`config.mk`:
```
export PLATFORM = sky130hd
export DESIGN_NAME = pd_controller_unit
export DESIGN_NICKNAME = d
export VERILOG_FILES = /design/src/rtl/core/pdc_pkg.sv /design/src/rtl/core/pd_controller_unit.sv /design/src/rtl/core/pdc_mac.sv /design/src/rtl/core/pdc_div.sv
export SDC_FILE = /design/constraint.sdc
export NUM_CORES = 1
export LEC_CHECK = 0
export BUFFER_PORTS_ARGS = -buffer_cell sky130_fd_sc_hd__buf_4
export CORE_MARGIN = 2
export CORE_UTILIZATION = 55
export CTS_BUF_LIST = sky130_fd_sc_hd__clkbuf_4 sky130_fd_sc_hd__clkbuf_8 sky130_fd_sc_hd__clkbuf_16
export DETAILED_ROUTE_END_ITERATION = 16
export GPL_ROUTABILITY_DRIVEN = 1
export PLACE_DENSITY = 0.79
export SYNTH_ARGS = -nofsm -noshare
export SYNTH_HDL_FRONTEND = slang
export SYNTH_SLANG_ARGS = --single-unit
```
`constraint.sdc`:
```
create_clock -name clk -period 18 [get_ports clk]
set_clock_uncertainty 0.1 [all_clocks]
set_input_delay 3.6 -clock clk [delete_from_list [all_inputs] [get_ports clk]]
set_output_delay 3.6 -clock clk [all_outputs]
set_load 0.005 [all_outputs]
```
`src/rtl/core/pdc_pkg.sv`:
```
// pdc_pkg: shared types and constants of the PD controller.
// Payload structs, op codes, register indexes and datapath widths.
// No dependencies.
package pdc_pkg;

  localparam int GAIN_W = 15;  // magnitude bits of a valid (non-negative) gain
  localparam int MAG_W  = 36;  // widest multiplicand: rate quotient
  localparam int ACC_W  = 53;  // signed sum of P and D terms, Q45.8
  localparam int DVD_W  = 36;  // dividend |diff| * 1e6
  localparam int DVS_W  = 16;  // divisor dt_us
  localparam int CFG_IDX_W = 2;

  localparam logic [19:0] US_PER_S = 20'd1000000;

  localparam logic [1:0] OP_RATE   = 2'd0;
  localparam logic [1:0] OP_MEAS   = 2'd1;
  localparam logic [1:0] OP_SAMPLE = 2'd2;
  localparam logic [1:0] OP_CLEAR  = 2'd3;

  localparam logic [CFG_IDX_W-1:0] REG_P_GAIN = 2'd0;
  localparam logic [CFG_IDX_W-1:0] REG_D_GAIN = 2'd1;

  typedef struct packed {
    logic [1:0]         op;
    logic signed [15:0] error_value;
    logic signed [15:0] rate_value;
    logic [15:0]        dt_us;
  } in_t;

  typedef struct packed {
    logic signed [31:0] drive;
    logic               saturated;
  } out_t;

  typedef struct packed {
    logic              clear;
    logic              start;
    logic              neg;
    logic [GAIN_W-1:0] gain;
    logic [MAG_W-1:0]  mag;
  } mac_cmd_t;

  typedef struct packed {
    logic             start;
    logic [DVD_W-1:0] dividend;
    logic [DVS_W-1:0] divisor;
  } div_cmd_t;

endpackage

```
`src/rtl/core/pd_controller_unit.sv`:
```
// pd_controller_unit: fixed-point PD controller, top level.
// Sequencer around pdc_mac and pdc_div; types from pdc_pkg.
//
//   channel  direction  handshake            payload
//   in_      input      in_valid / in_stall   pdc_pkg::in_t (op, error, rate, dt)
//   out_     output     out_valid / out_stall pdc_pkg::out_t (drive, saturated)
//   cfg_     input      cfg_valid / cfg_ready cfg_index, cfg_data (gains)
//
// One item at a time. Op 3 or invalid gains go straight to the output. Ops 0 and 1:
// two passes of the 15-step serial multiplier, each ending early on spent gain bits. Op 2 with a
// derivative: the 36-step divider, overlapped by the P multiply, followed by one multiply.
// Synchronous active-low reset clears gains, history and all control state.
// A finished result sits in the output register; the next item is taken while
// it waits, and a stalled output only holds up the end of the following item.
module pd_controller_unit (
  input  logic                          clk,
  input  logic                          rst_n,
  input  logic                          in_valid,
  output logic                          in_stall,
  input  pdc_pkg::in_t                  in_data,
  output logic                          out_valid,
  input  logic                          out_stall,
  output pdc_pkg::out_t                 out_data,
  input  logic                          cfg_valid,
  output logic                          cfg_ready,
  input  logic [pdc_pkg::CFG_IDX_W-1:0] cfg_index,
  input  logic [15:0]                   cfg_data
);

  localparam logic [2:0] S_IDLE = 3'd0;
  localparam logic [2:0] S_P    = 3'd1;
  localparam logic [2:0] S_DIV  = 3'd2;
  localparam logic [2:0] S_D    = 3'd3;
  localparam logic [2:0] S_DONE = 3'd4;

  localparam int AW = pdc_pkg::ACC_W;

  logic [2:0]  state_r, state_nxt;
  logic [15:0] p_gain_r, d_gain_r;
  logic [15:0] prev_r;
  logic        hist_r;
  logic [1:0]  op_r;
  logic [15:0] rate_mag_r;
  logic        d_neg_r;
  logic        use_d_r;
  logic        out_valid_r, out_valid_nxt;
  pdc_pkg::out_t out_data_r;

  logic        accept, gains_ok, out_wr;
  logic [15:0] err_mag, rate_mag;
  logic [16:0] diff, diff_mag;
  logic        start_div;

  pdc_pkg::mac_cmd_t mac_cmd;
  pdc_pkg::div_cmd_t div_cmd;
  logic              mac_busy, div_busy;
  logic [AW-1:0]     acc;
  logic [pdc_pkg::DVD_W-1:0] quotient;

  pdc_mac u_mac (
    .clk  (clk),
    .rst_n(rst_n),
    .cmd  (mac_cmd),
    .busy (mac_busy),
    .acc  (acc)
  );

  pdc_div u_div (
    .clk     (clk),
    .rst_n   (rst_n),
    .cmd     (div_cmd),
    .busy    (div_busy),
    .quotient(quotient)
  );

  assign cfg_ready = 1'b1;
  assign in_stall  = (state_r != S_IDLE);
  assign accept    = in_valid && !in_stall;
  assign gains_ok  = !p_gain_r[15] && !d_gain_r[15];

  assign err_mag  = in_data.error_value[15] ? (~in_data.error_value + 16'd1)
                                            : in_data.error_value;
  assign rate_mag = in_data.rate_value[15] ? (~in_data.rate_value + 16'd1)
                                           : in_data.rate_value;
  assign diff     = {in_data.error_value[15], in_data.error_value} - {prev_r[15], prev_r};
  assign diff_mag = diff[16] ? (~diff + 17'd1) : diff;

  assign start_div = accept && (in_data.op == pdc_pkg::OP_SAMPLE) && gains_ok && hist_r
                     && (in_data.dt_us > 16'd1);

  assign div_cmd.start    = start_div;
  assign div_cmd.dividend = pdc_pkg::DVD_W'({19'd0, diff_mag} * {16'd0, pdc_pkg::US_PER_S});
  assign div_cmd.divisor  = in_data.dt_us;

  assign out_wr = (state_r == S_DONE) && (!out_valid_r || !out_stall);

  always_comb begin
    state_nxt     = state_r;
    mac_cmd.clear = 1'b0;
    mac_cmd.start = 1'b0;
    mac_cmd.neg   = 1'b0;
    mac_cmd.gain  = p_gain_r[pdc_pkg::GAIN_W-1:0];
    mac_cmd.mag   = {20'd0, err_mag};
    case (state_r)
      S_IDLE: begin
        if (accept) begin
          mac_cmd.clear = 1'b1;
          if (in_data.op == pdc_pkg::OP_CLEAR || !gains_ok) begin
            state_nxt = S_DONE;
          end else begin
            mac_cmd.start = 1'b1;
            mac_cmd.neg   = in_data.error_value[15];
            state_nxt     = S_P;
          end
        end
      end
      S_P: begin
        if (!mac_busy) begin
          if (op_r == pdc_pkg::OP_SAMPLE) begin
            state_nxt = use_d_r ? S_DIV : S_DONE;
          end else begin
            mac_cmd.start = 1'b1;
            mac_cmd.neg   = d_neg_r;
            mac_cmd.gain  = d_gain_r[pdc_pkg::GAIN_W-1:0];
            mac_cmd.mag   = {20'd0, rate_mag_r};
            state_nxt     = S_D;
          end
        end
      end
      S_DIV: begin
        if (!div_busy) begin
          mac_cmd.start = 1'b1;
          mac_cmd.neg   = d_neg_r;
          mac_cmd.gain  = d_gain_r[pdc_pkg::GAIN_W-1:0];
          mac_cmd.mag   = quotient;
          state_nxt     = S_D;
        end
      end
      S_D: begin
        if (!mac_busy) begin
          state_nxt = S_DONE;
        end
      end
      S_DONE: begin
        if (out_wr) begin
          state_nxt = S_IDLE;
        end
      end
      default: begin
        state_nxt = S_IDLE;
      end
    endcase
  end

  assign out_valid_nxt = out_wr || (out_valid_r && out_stall);

  always_ff @(posedge clk) begin
    if (!rst_n) begin
      state_r     <= S_IDLE;
      out_valid_r <= 1'b0;
      p_gain_r    <= '0;
      d_gain_r    <= '0;
      prev_r      <= '0;
      hist_r      <= 1'b0;
    end else begin
      state_r     <= state_nxt;
      out_valid_r <= out_valid_nxt;
      if (cfg_valid && cfg_ready) begin
        if (cfg_index == pdc_pkg::REG_P_GAIN) begin
          p_gain_r <= cfg_data;
        end
        if (cfg_index == pdc_pkg::REG_D_GAIN) begin
          d_gain_r <= cfg_data;
        end
      end
      if (accept) begin
        if (in_data.op == pdc_pkg::OP_CLEAR
            || (in_data.op == pdc_pkg::OP_SAMPLE && !gains_ok)) begin
          prev_r <= '0;
          hist_r <= 1'b0;
        end else if (in_data.op == pdc_pkg::OP_SAMPLE) begin
          prev_r <= in_data.error_value;
          hist_r <= 1'b1;
        end
      end
    end
  end

  // item context, taken on the input transfer
  always_ff @(posedge clk) begin
    if (accept) begin
      op_r       <= in_data.op;
      rate_mag_r <= rate_mag;
      use_d_r    <= start_div;
      if (in_data.op == pdc_pkg::OP_SAMPLE) begin
        d_neg_r <= diff[16];
      end else begin
        d_neg_r <= in_data.rate_value[15] ^ (in_data.op == pdc_pkg::OP_MEAS);
      end
    end
  end

  // floor shift by 8 is a plain bit select; clip when the dropped top bits disagree
  always_ff @(posedge clk) begin
    if (out_wr) begin
      if (acc[AW-1:39] != {(AW - 39){acc[AW-1]}}) begin
        out_data_r.drive     <= acc[AW-1] ? 32'sh8000_0000 : 32'sh7fff_ffff;
        out_data_r.saturated <= 1'b1;
      end else begin
        out_data_r.drive     <= acc[39:8];
        out_data_r.saturated <= 1'b0;
      end
    end
  end

  assign out_valid = out_valid_r;
  assign out_data  = out_data_r;

endmodule

```
`src/rtl/core/pdc_mac.sv`:
```
// pdc_mac: serial shift-add multiply-accumulate, one gain bit per cycle.
// acc += (neg ? -1 : 1) * gain * mag. Depends on pdc_pkg.
module pdc_mac (
  input  logic                     clk,
  input  logic                     rst_n,
  input  pdc_pkg::mac_cmd_t        cmd,
  output logic                     busy,
  output logic [pdc_pkg::ACC_W-1:0] acc
);

  localparam int SH_W = pdc_pkg::MAG_W + pdc_pkg::GAIN_W;

  logic [pdc_pkg::GAIN_W-1:0] gain_r, gain_nxt;
  logic [SH_W-1:0]            mag_r, mag_nxt;
  logic                       neg_r, neg_nxt;
  logic [pdc_pkg::ACC_W-1:0]  acc_r, acc_nxt;
  logic [pdc_pkg::ACC_W-1:0]  addend;

  assign addend = {{(pdc_pkg::ACC_W - SH_W){1'b0}}, mag_r};

  always_comb begin
    gain_nxt = gain_r >> 1;
    mag_nxt  = mag_r << 1;
    neg_nxt  = neg_r;
    if (cmd.clear) begin
      acc_nxt = '0;
    end else if (gain_r[0]) begin
      acc_nxt = neg_r ? (acc_r - addend) : (acc_r + addend);
    end else begin
      acc_nxt = acc_r;
    end
    if (cmd.start) begin
      gain_nxt = cmd.gain;
      mag_nxt  = {{pdc_pkg::GAIN_W{1'b0}}, cmd.mag};
      neg_nxt  = cmd.neg;
    end
  end

  always_ff @(posedge clk) begin
    if (!rst_n) begin
      gain_r <= '0;
    end else begin
      gain_r <= gain_nxt;
    end
    mag_r <= mag_nxt;
    neg_r <= neg_nxt;
    acc_r <= acc_nxt;
  end

  // finishes early once the remaining gain bits are zero
  assign busy = (gain_r != '0);
  assign acc  = acc_r;

endmodule

```
`src/rtl/core/pdc_div.sv`:
```
// pdc_div: restoring unsigned divider, one quotient bit per cycle.
// Dividend shifts out the top while quotient bits shift in. Depends on pdc_pkg.
module pdc_div (
  input  logic                      clk,
  input  logic                      rst_n,
  input  pdc_pkg::div_cmd_t         cmd,
  output logic                      busy,
  output logic [pdc_pkg::DVD_W-1:0] quotient
);

  localparam int CNT_W = $clog2(pdc_pkg::DVD_W + 1);
  localparam logic [CNT_W-1:0] STEPS = CNT_W'(pdc_pkg::DVD_W);

  logic [CNT_W-1:0]            cnt_r, cnt_nxt;
  logic [pdc_pkg::DVD_W-1:0]   quo_r, quo_nxt;
  logic [pdc_pkg::DVS_W-1:0]   rem_r, rem_nxt;
  logic [pdc_pkg::DVS_W-1:0]   dvs_r, dvs_nxt;
  logic [pdc_pkg::DVS_W+1:0]   trial;
  logic [pdc_pkg::DVS_W:0]     shifted;

  assign shifted = {rem_r, quo_r[pdc_pkg::DVD_W-1]};
  assign trial   = {1'b0, shifted} - {2'b00, dvs_r};

  always_comb begin
    cnt_nxt = cnt_r;
    quo_nxt = quo_r;
    rem_nxt = rem_r;
    dvs_nxt = dvs_r;
    if (cmd.start) begin
      cnt_nxt = STEPS;
      quo_nxt = cmd.dividend;
      rem_nxt = '0;
      dvs_nxt = cmd.divisor;
    end else if (cnt_r != '0) begin
      cnt_nxt = cnt_r - CNT_W'(1);
      // no borrow: the divisor fits, take the difference
      if (!trial[pdc_pkg::DVS_W+1]) begin
        rem_nxt = trial[pdc_pkg::DVS_W-1:0];
        quo_nxt = {quo_r[pdc_pkg::DVD_W-2:0], 1'b1};
      end else begin
        rem_nxt = shifted[pdc_pkg::DVS_W-1:0];
        quo_nxt = {quo_r[pdc_pkg::DVD_W-2:0], 1'b0};
      end
    end
  end

  always_ff @(posedge clk) begin
    if (!rst_n) begin
      cnt_r <= '0;
    end else begin
      cnt_r <= cnt_nxt;
    end
    quo_r <= quo_nxt;
    rem_r <= rem_nxt;
    dvs_r <= dvs_nxt;
  end

  assign busy     = (cnt_r != '0);
  assign quotient = quo_r;

endmodule

```
==> impl_metrics.yaml, run 1 <==
sta:
  finalHoldViolCount: 0
  max_slew_margin: 0.158
  post-route-min-period_ns: 12.27
  tightest_slew_ns: 1.26
  finalCritPeriodShare: 0.681
  slew_violations: 0
  max_clock_freq_mhz: 81.5
  setup_tns_ns: 0
  whs_ns: 0.356
  rsz0062_at_grt: "no"
  setup_viol: 0
cells_and_area:
  drive_gt1_frac: 0.0930
  fin_nets: 2830
  diodes: 0
  nFillCells: 3264
  syn_to_final_growth_pct: 11.1
setup_path:
  slowest_stage: "a2bb2oi_2"
  worstSetupStartpointType: "primary input"
  cpPeakStageDelay_ns: 0.72
  crit_type: "primary input to flip-flop"
  critPathArrivalTime_ns: 12.43
  crit_fanout: 23
  crit_buf_inv: 4
  cp.required_ns: 18.16
  crit_path_end_kind: "flip-flop"
  critical-path-top-delay-family: "adder cells"
  crit_path_frequent_cell: "ha_1"
clock_network:
  cts.clk_slew.worst_paths_ns: 0.06
  h-tree-depth: 2
  cts_buffers: 34
  post_cts_resized: 0
  cts.path.max_buffers: 3
  clock_sinks: 300
  cts_tree: "built"
  cts_root_buffer: "clkbuf_16"
  insertion_delay_ns: 0.55
  cts_hold_buf: 0
  cts_setup_buffers: 0
routing:
  dr.pass1.iters: 5
  ant_nets: 0
  drtIter0Drc: 1034
  routedWlPerCell_um: 16.9
  route.vias.total: 17984
  vias_per_cell: 5.88
  wl_mm: 51.5
  drcViolationCount: 0
synthesis:
  yosysTopAreaCellShare: 0.188
  ys_top_cells_by_area: "dfxtp_1, edfxtp_1, ha_1, xnor2_1, fa_1"
  syn_inst: 2454
  syn_area_um2: 21300
  synth-main-ff-cell: "dfxtp_1"
  synth_top_area_cell: "dfxtp_1"
  synth_warnings: 0
  ys_async_sr_fraction: 0
  synthTopCellsByCount: "nand2_1, nor2_1, dfxtp_1"
  syn_area_per_cell_um2: 8.70
  ys_seq_elements: 300
  synth_most_common_cell: "nand2_1"
  seq_area_frac_synth: 0.328
  syn-num-nets: 2771
  synth_cell_type_count: 91
  synth_edf_count: 100
global_routing:
  antenna_found_initial: 0
  grt_pass1_vias: 17031
  grt_pass1_wl_mm: 84.4
  track_usage: 0.252
  grt_overflow_total: 0
  grt_max_degree: 71
place:
  gp_congestion: 0.903
  portBuffers: 107
  dp_hpwl_mm: 38.7
floorplan:
  fp.dieW_um: 201
  die-area_um2: 40400
  initial_core_util: 0.555
  rows: 72
  die-height_um: 201
  ios: 109
  design.core.area_um2: 38500
outcome:
  outcome: "finished clean"
job:
  drv_cap: 0
min_path:
  min_path_type: "flip-flop to flip-flop"
==> cells by family (layout without fill, tap and decap cells) <==
kind of cell	count (synthesis)	in the layout	synth area share
xor+xnor	195	195	0.0818
mux	56	56	0.0266
buf+inv	288	372	0.0525
compound gates	587	587	0.175
simple gates	781	781	0.174
flops	300	300	0.328
other cells	1	1	0.000176
fa+ha+maj	246	246	0.162
==> tightest hold or removal path, stage by stage (launching register included) <==
cell and delay (ns):
dfxtp_1 0.31, nand2_1 0.05, a21oi_1 0.05
==> layout by cell type (no fill, tap or decap), drive strengths merged, types with 53 or more instances in the layout <==
cell type,count
dfxtp,200
inv,191
nor2,205
nand3,91
buf,122
o21ai,116
nand2,256
edfxtp,100
a21oi,195
xnor2,150
ha,192
mux2i,53
==> routing by layer <==
layer  up-vias  track usage  wire length [um]
met4         0       0.0757              1290
met3        89       0.0357              2670
met1      8652        0.339             23400
li1       8773            -                 -
met2       470        0.420             24200
met5         -            0                 0
==> per-stage QoR <==
step                instances  worst slack, ns  area (um2)   util
CTS                      3056             5.81       23700  0.616
floorplan                2454             6.60       21300      -
detailed placement       2995             5.27       22600  0.586
global placement         2995             5.65       22600  0.586
global route             3056             5.11       23700  0.616
finish                   3056             5.73       23700  0.616
==> flip-flops by register name, indices dropped and copies added, names as in the netlist, 2 cells and up <==
register	count
d_gain_r	16
op_r	2
out_data	33
p_gain_r	16
prev_r	16
rate_mag_r	16
state_r	3
u_div.cnt_r	6
u_div.dvs_r	16
u_div.quotient	36
u_div.rem_r	16
u_mac.acc	53
u_mac.gain_r	15
u_mac.mag_r	51
==> final cells by class <==
cell class / instances / area, um2 / share of cell area
Clock buffer: 50 / 1030 / 0.0435
Clock inverter: 11 / 109 / 0.00459
Inverter: 189 / 709 / 0.0299
Multi-Input combinational cell: 1866 / 13300 / 0.560
Sequential cell: 300 / 7010 / 0.296
Tap cell: 518 / 648 / 0.0273
Timing Repair Buffer: 122 / 916 / 0.0386
==> path summary, 6_finish.rpt <==
path	start	endpoint	slack, ns	cells after the start
setup / recovery	in_data[32]	u_div.quotient[35]	5.73	32
hold / removal	p_gain_r[0]	p_gain_r[0]	0.36	2
setup reg to reg	prev_r[0]	u_div.quotient[35]	8.67	30
hold reg to reg	p_gain_r[0]	p_gain_r[0]	0.36	2
Power of run 1 is left out: the tool's default activity adds up to more than one toggle a clock period on the data nets, which glitch-free logic cannot reach.
==> run 2, diff against run 1 <==
--- a/config.mk
+++ b/config.mk
@@ -11,7 +11,7 @@
 export CTS_BUF_LIST = sky130_fd_sc_hd__clkbuf_4 sky130_fd_sc_hd__clkbuf_8 sky130_fd_sc_hd__clkbuf_16
 export DETAILED_ROUTE_END_ITERATION = 16
 export GPL_ROUTABILITY_DRIVEN = 1
-export PLACE_DENSITY = 0.79
+export PLACE_DENSITY = 0.82
 export SYNTH_ARGS = -nofsm -noshare
 export SYNTH_HDL_FRONTEND = slang
 export SYNTH_SLANG_ARGS = --single-unit
==> constraint.sdc (replaced) <==
create_clock -name clk -period 10.55 [get_ports clk]
set_clock_uncertainty 0.1 [all_clocks]
set_input_delay 2.11 -clock clk [delete_from_list [all_inputs] [get_ports clk]]
set_output_delay 2.11 -clock clk [all_outputs]
set_load 0.005 [all_outputs]
==> impl_metrics.yaml, run 2 (synthesis results as in run 1) <==
setup_path:
  crit_fanout: 16
  crit_type: "primary input to flip-flop"
  r2r_end: "u_div.quotient[34]"
  worstSetupStartpointType: "primary input"
  cpPeakStageDelay_ns: 0.58
  critPathArrivalTime_ns: 10.27
  worstRegToRegCells: 32
  timing.rr.start: "prev_r[0]"
  r2r_slack_ns: 1.92
  crit_path_end_kind: "flip-flop"
  cp.required_ns: 10.72
  slowest_stage: "fa_1"
routing:
  drtIter0Drc: 1167
  route.vias.total: 18096
  dr.pass1.iters: 6
  ant_nets: 0
  drcViolationCount: 0
  wl_mm: 52.0
  routedWlPerCell_um: 16.9
  vias_per_cell: 5.90
clock_network:
  cts_tree: "built"
  cts.path.max_buffers: 3
  insertion_delay_ns: 0.55
  post_cts_resized: 0
  clock_sinks: 300
  h-tree-depth: 2
  cts_buffers: 35
  cts.clk_slew.worst_paths_ns: 0.06
  cts_setup_buffers: 0
  cts_hold_buf: 0
  cts_root_buffer: "clkbuf_16"
floorplan:
  rows: 72
  ios: 109
  initial_core_util: 0.555
  die-height_um: 201
  die-area_um2: 40400
  design.core.area_um2: 38500
  fp.dieW_um: 201
global_routing:
  grt_max_degree: 71
  grt_overflow_total: 0
  antenna_found_initial: 0
  grt_pass1_vias: 17327
  grt_pass1_wl_mm: 85.1
  track_usage: 0.254
sta:
  setup_tns_ns: 0
  finalHoldViolCount: 0
  max_clock_freq_mhz: 99.1
  max_slew_margin: 0.185
  tightest_slew_ns: 1.22
  rsz0062_at_grt: "no"
  finalCritPeriodShare: 0.956
  slew_violations: 0
  setup_viol: 0
  post-route-min-period_ns: 10.09
min_path:
  holdPathStages: 2
  min_path_type: "flip-flop to flip-flop"
  holdPathEnd: "p_gain_r[4]"
  hp-start: "p_gain_r[4]"
job:
  drv_cap: 0
cells_and_area:
  diodes: 0
  layout_commonest_cell: "nand2_1"
  drive_gt1_frac: 0.0961
  syn_to_final_growth_pct: 11.4
  largest_reg_flops: 53
  layout_common_cells: "nand2_1, nor2_1, dfxtp_1"
  fin_nets: 2841
place:
  gp_congestion: 0.918
  portBuffers: 107
  dp_hpwl_mm: 38.8
outcome:
  outcome: "finished clean"
## run 2: cell count changes in the layout (fill, tap and decap cells not counted)
cell       previous run  this run
buf_4               122       132
inv_6                 2         4
clkinv_2              4         7
clkinv_1              0         3
clkbuf_8              4         0
bufinv_16             1         2
clkbuf_4             10         7
## run 2: worst max-delay path by stage
stage                start                 end  cells after the start
5_1_grt        in_data[32]  u_div.quotient[34]                     34
6_report       in_data[32]  u_div.quotient[34]                     34
2_1_floorplan  in_data[32]  u_div.quotient[34]                     34
3_5_place_dp   in_data[32]  u_div.quotient[34]                     34
4_1_cts        in_data[32]  u_div.quotient[34]                     34
3_3_place_gp   in_data[32]  u_div.quotient[35]                     33
## run 2: layer usage
metal  vias up  part of all wire  track usage
met5         -                 0            0
met4         0             0.027       0.0815
met1      8570              0.43        0.329
met3        93             0.067       0.0406
li1       8800                 -            -
met2       633              0.48        0.435
## run 2: area by class of cell
cell class | count | area (um2)
fill | 3259 | 14700
multi-input combinational | 1866 | 13300
sequential | 300 | 7010
timing repair buffer | 132 | 991
clock buffer | 43 | 953
inverter | 189 | 709
tap | 518 | 648
clock inverter | 20 | 183
## run 2: metrics by stage
stage                     std cells  hold slack, ns  area [um2]  worst slack, ns   util
after floorplan                2454           0.336       21300            0.638      -
after global placement         3005           0.343       22600            0.346  0.588
after detailed placement       3005           0.347       22600           0.0326  0.588
after CTS                      3068           0.355       23800            0.576  0.618
after global routing           3068           0.378       23800           0.0619  0.618
final                          3068           0.353       23800            0.459  0.618
## run 2: critical path, delay by kind of cell
| family | cells | cell delay [ns] |
|---|---|---|
| buffers and inverters | 7 | 0.91 |
| xor gates and xnor gates | 2 | 0.41 |
| adders and majority gates | 9 | 3.56 |
| and+or+nand+nor | 5 | 0.72 |
| AOI/OAI and AO/OA | 11 | 2.52 |
Power of run 2 is left out for the same reason.
==> run 3, diff against run 2 <==
--- a/config.mk
+++ b/config.mk
@@ -6,12 +6,13 @@
 export NUM_CORES = 1
 export LEC_CHECK = 0
 export BUFFER_PORTS_ARGS = -buffer_cell sky130_fd_sc_hd__buf_4
+export CAP_MARGIN = 5
 export CORE_MARGIN = 2
 export CORE_UTILIZATION = 55
 export CTS_BUF_LIST = sky130_fd_sc_hd__clkbuf_4 sky130_fd_sc_hd__clkbuf_8 sky130_fd_sc_hd__clkbuf_16
 export DETAILED_ROUTE_END_ITERATION = 16
 export GPL_ROUTABILITY_DRIVEN = 1
-export PLACE_DENSITY = 0.82
+export PLACE_DENSITY = 0.79
 export SYNTH_ARGS = -nofsm -noshare
 export SYNTH_HDL_FRONTEND = slang
 export SYNTH_SLANG_ARGS = --single-unit
==> constraint.sdc (replaced) <==
create_clock -name clk -period 9.59 [get_ports clk]
set_clock_uncertainty 0.1 [all_clocks]
set_input_delay 1.918 -clock clk [delete_from_list [all_inputs] [get_ports clk]]
set_output_delay 1.918 -clock clk [all_outputs]
set_load 0.005 [all_outputs]
==> impl_metrics.yaml, run 3 (synthesis results as in run 1) <==
floorplan:
  fp.dieW_um: 201
  ios: 109
  die-area_um2: 40400
  design.core.area_um2: 38500
  die-height_um: 201
  rows: 72
  initial_core_util: 0.555
place:
  dp.cells: 3064
  portBuffers: 107
  place_area_um2: 23100
  dp_hpwl_mm: 39.2
  gp_congestion: 0.932
global_routing:
  gr-max-usage-layer: "met2"
  grt_max_degree: 71
  grt_pass1_vias: 17558
  antenna_found_initial: 0
  grt_pass1_wl_mm: 85.5
  use_met2: 0.430
  grt_overflow_total: 0
  use_met1: 0.334
  track_usage: 0.255
  grtUsageMet3: 0.0349
sta:
  setup_viol: 0
  max_clock_freq_mhz: 110
  tightest_slew_ns: 1.21
  post-route-min-period_ns: 9.13
  finalCritPeriodShare: 0.952
  slew_violations: 0
  max_slew_margin: 0.194
  finalHoldViolCount: 0
setup_path:
  critical-path-top-delay-family: "adder cells"
  cp.required_ns: 9.75
  cpPeakStageDelay_ns: 0.57
  critPathArrivalTime_ns: 9.30
  crit_type: "primary input to flip-flop"
  slowest_stage: "fa_1"
  crit_buf_inv: 7
  crit_fanout: 17
  worstSetupStartpointType: "primary input"
  crit_path_end_kind: "flip-flop"
min_path:
  min_path_type: "flip-flop to flip-flop"
cells_and_area:
  fin_nets: 2899
  largest_reg_flops: 53
  finalCoreUtilization: 0.632
  syn_to_final_growth_pct: 13.9
  final_area_um2: 24300
  final_cells: 3125
  layout_common_cells: "nand2_1, nor2_1, dfxtp_1"
  drive_gt1_frac: 0.119
  nFillCells: 3159
  diodes: 0
  layout_commonest_cell: "nand2_1"
routing:
  route.vias.total: 18159
  routedWlPerCell_um: 16.7
  ant_nets: 0
  vias_per_cell: 5.81
  drtIter0Drc: 1211
  dr.pass1.iters: 5
  wl_mm: 52.1
  drcViolationCount: 0
clock_network:
  clock_sinks: 300
  cts.path.max_buffers: 3
  insertion_delay_ns: 0.54
  h-tree-depth: 2
  cts_tree: "built"
  cts_root_buffer: "clkbuf_16"
  cts_setup_buffers: 0
  cts_buffers: 34
  cts.clk_slew.worst_paths_ns: 0.06
outcome:
  outcome: "finished clean"
job:
  drv_cap: 0
[run 3: cell types whose count changed in the layout (fill, tap and decap cells not counted), moves of 2 or more]
cell / change
xnor2_2: +2
inv_6: -2
clkinv_1: -3
xnor2_1: -2
clkbuf_8: +5
buf_4: +59
[run 3: timing repair]
action,in CTS,in global routing
setup endpoints to repair,0,7
gates resized for setup,0,7
hold buffers,0,0
[run 3: metrics by stage]
stage | setup TNS, ns | hold slack [ns] | setup slack, ns
floorplan | 0 | 0.336 | 0.0254
global placement | 0 | 0.343 | 0.0132
detailed placement | -0.923 | 0.348 | -0.237
CTS | 0 | 0.357 | 0.335
global route | -0.00395 | 0.374 | -0.00395
finish | 0 | 0.359 | 0.459
[run 3: final timing paths]
check	from	endpoint	slack (ns)	cells past startpoint
min	d_gain_r[12]	d_gain_r[12]	0.36	2
min reg2reg	d_gain_r[12]	d_gain_r[12]	0.36	2
max	in_data[32]	u_div.quotient[34]	0.46	34
max reg2reg	prev_r[0]	u_div.quotient[34]	1.69	32
[run 3: cell type report]
class | instances | area, um2 | area share
clock inverters | 14 | 160 | 0.00659
repair buffers | 191 | 1430 | 0.0590
inverters | 189 | 709 | 0.0292
clock buffers | 47 | 1010 | 0.0417
well taps | 518 | 648 | 0.0267
multi-input cells | 1866 | 13300 | 0.549
flip-flops and latches | 300 | 7010 | 0.288
[run 3: metal layers]
metal	up-vias	routed length [um]	share of wire
met2	537	24500	0.47
li1	8925	-	-
met4	0	1610	0.031
met5	-	0	0
met1	8595	22700	0.44
met3	102	3290	0.063
[run 3: worst reg2reg max path, delay by kind of cell, from the launching register on]
kind / cells / cell delay [ns]
flops: 1 / 0.33
compound gates: 11 / 2.06
xor+xnor: 2 / 0.34
simple gates: 5 / 0.67
buf+inv: 5 / 0.61
fa+ha+maj: 9 / 3.54
Power of run 3 is left out for the same reason.
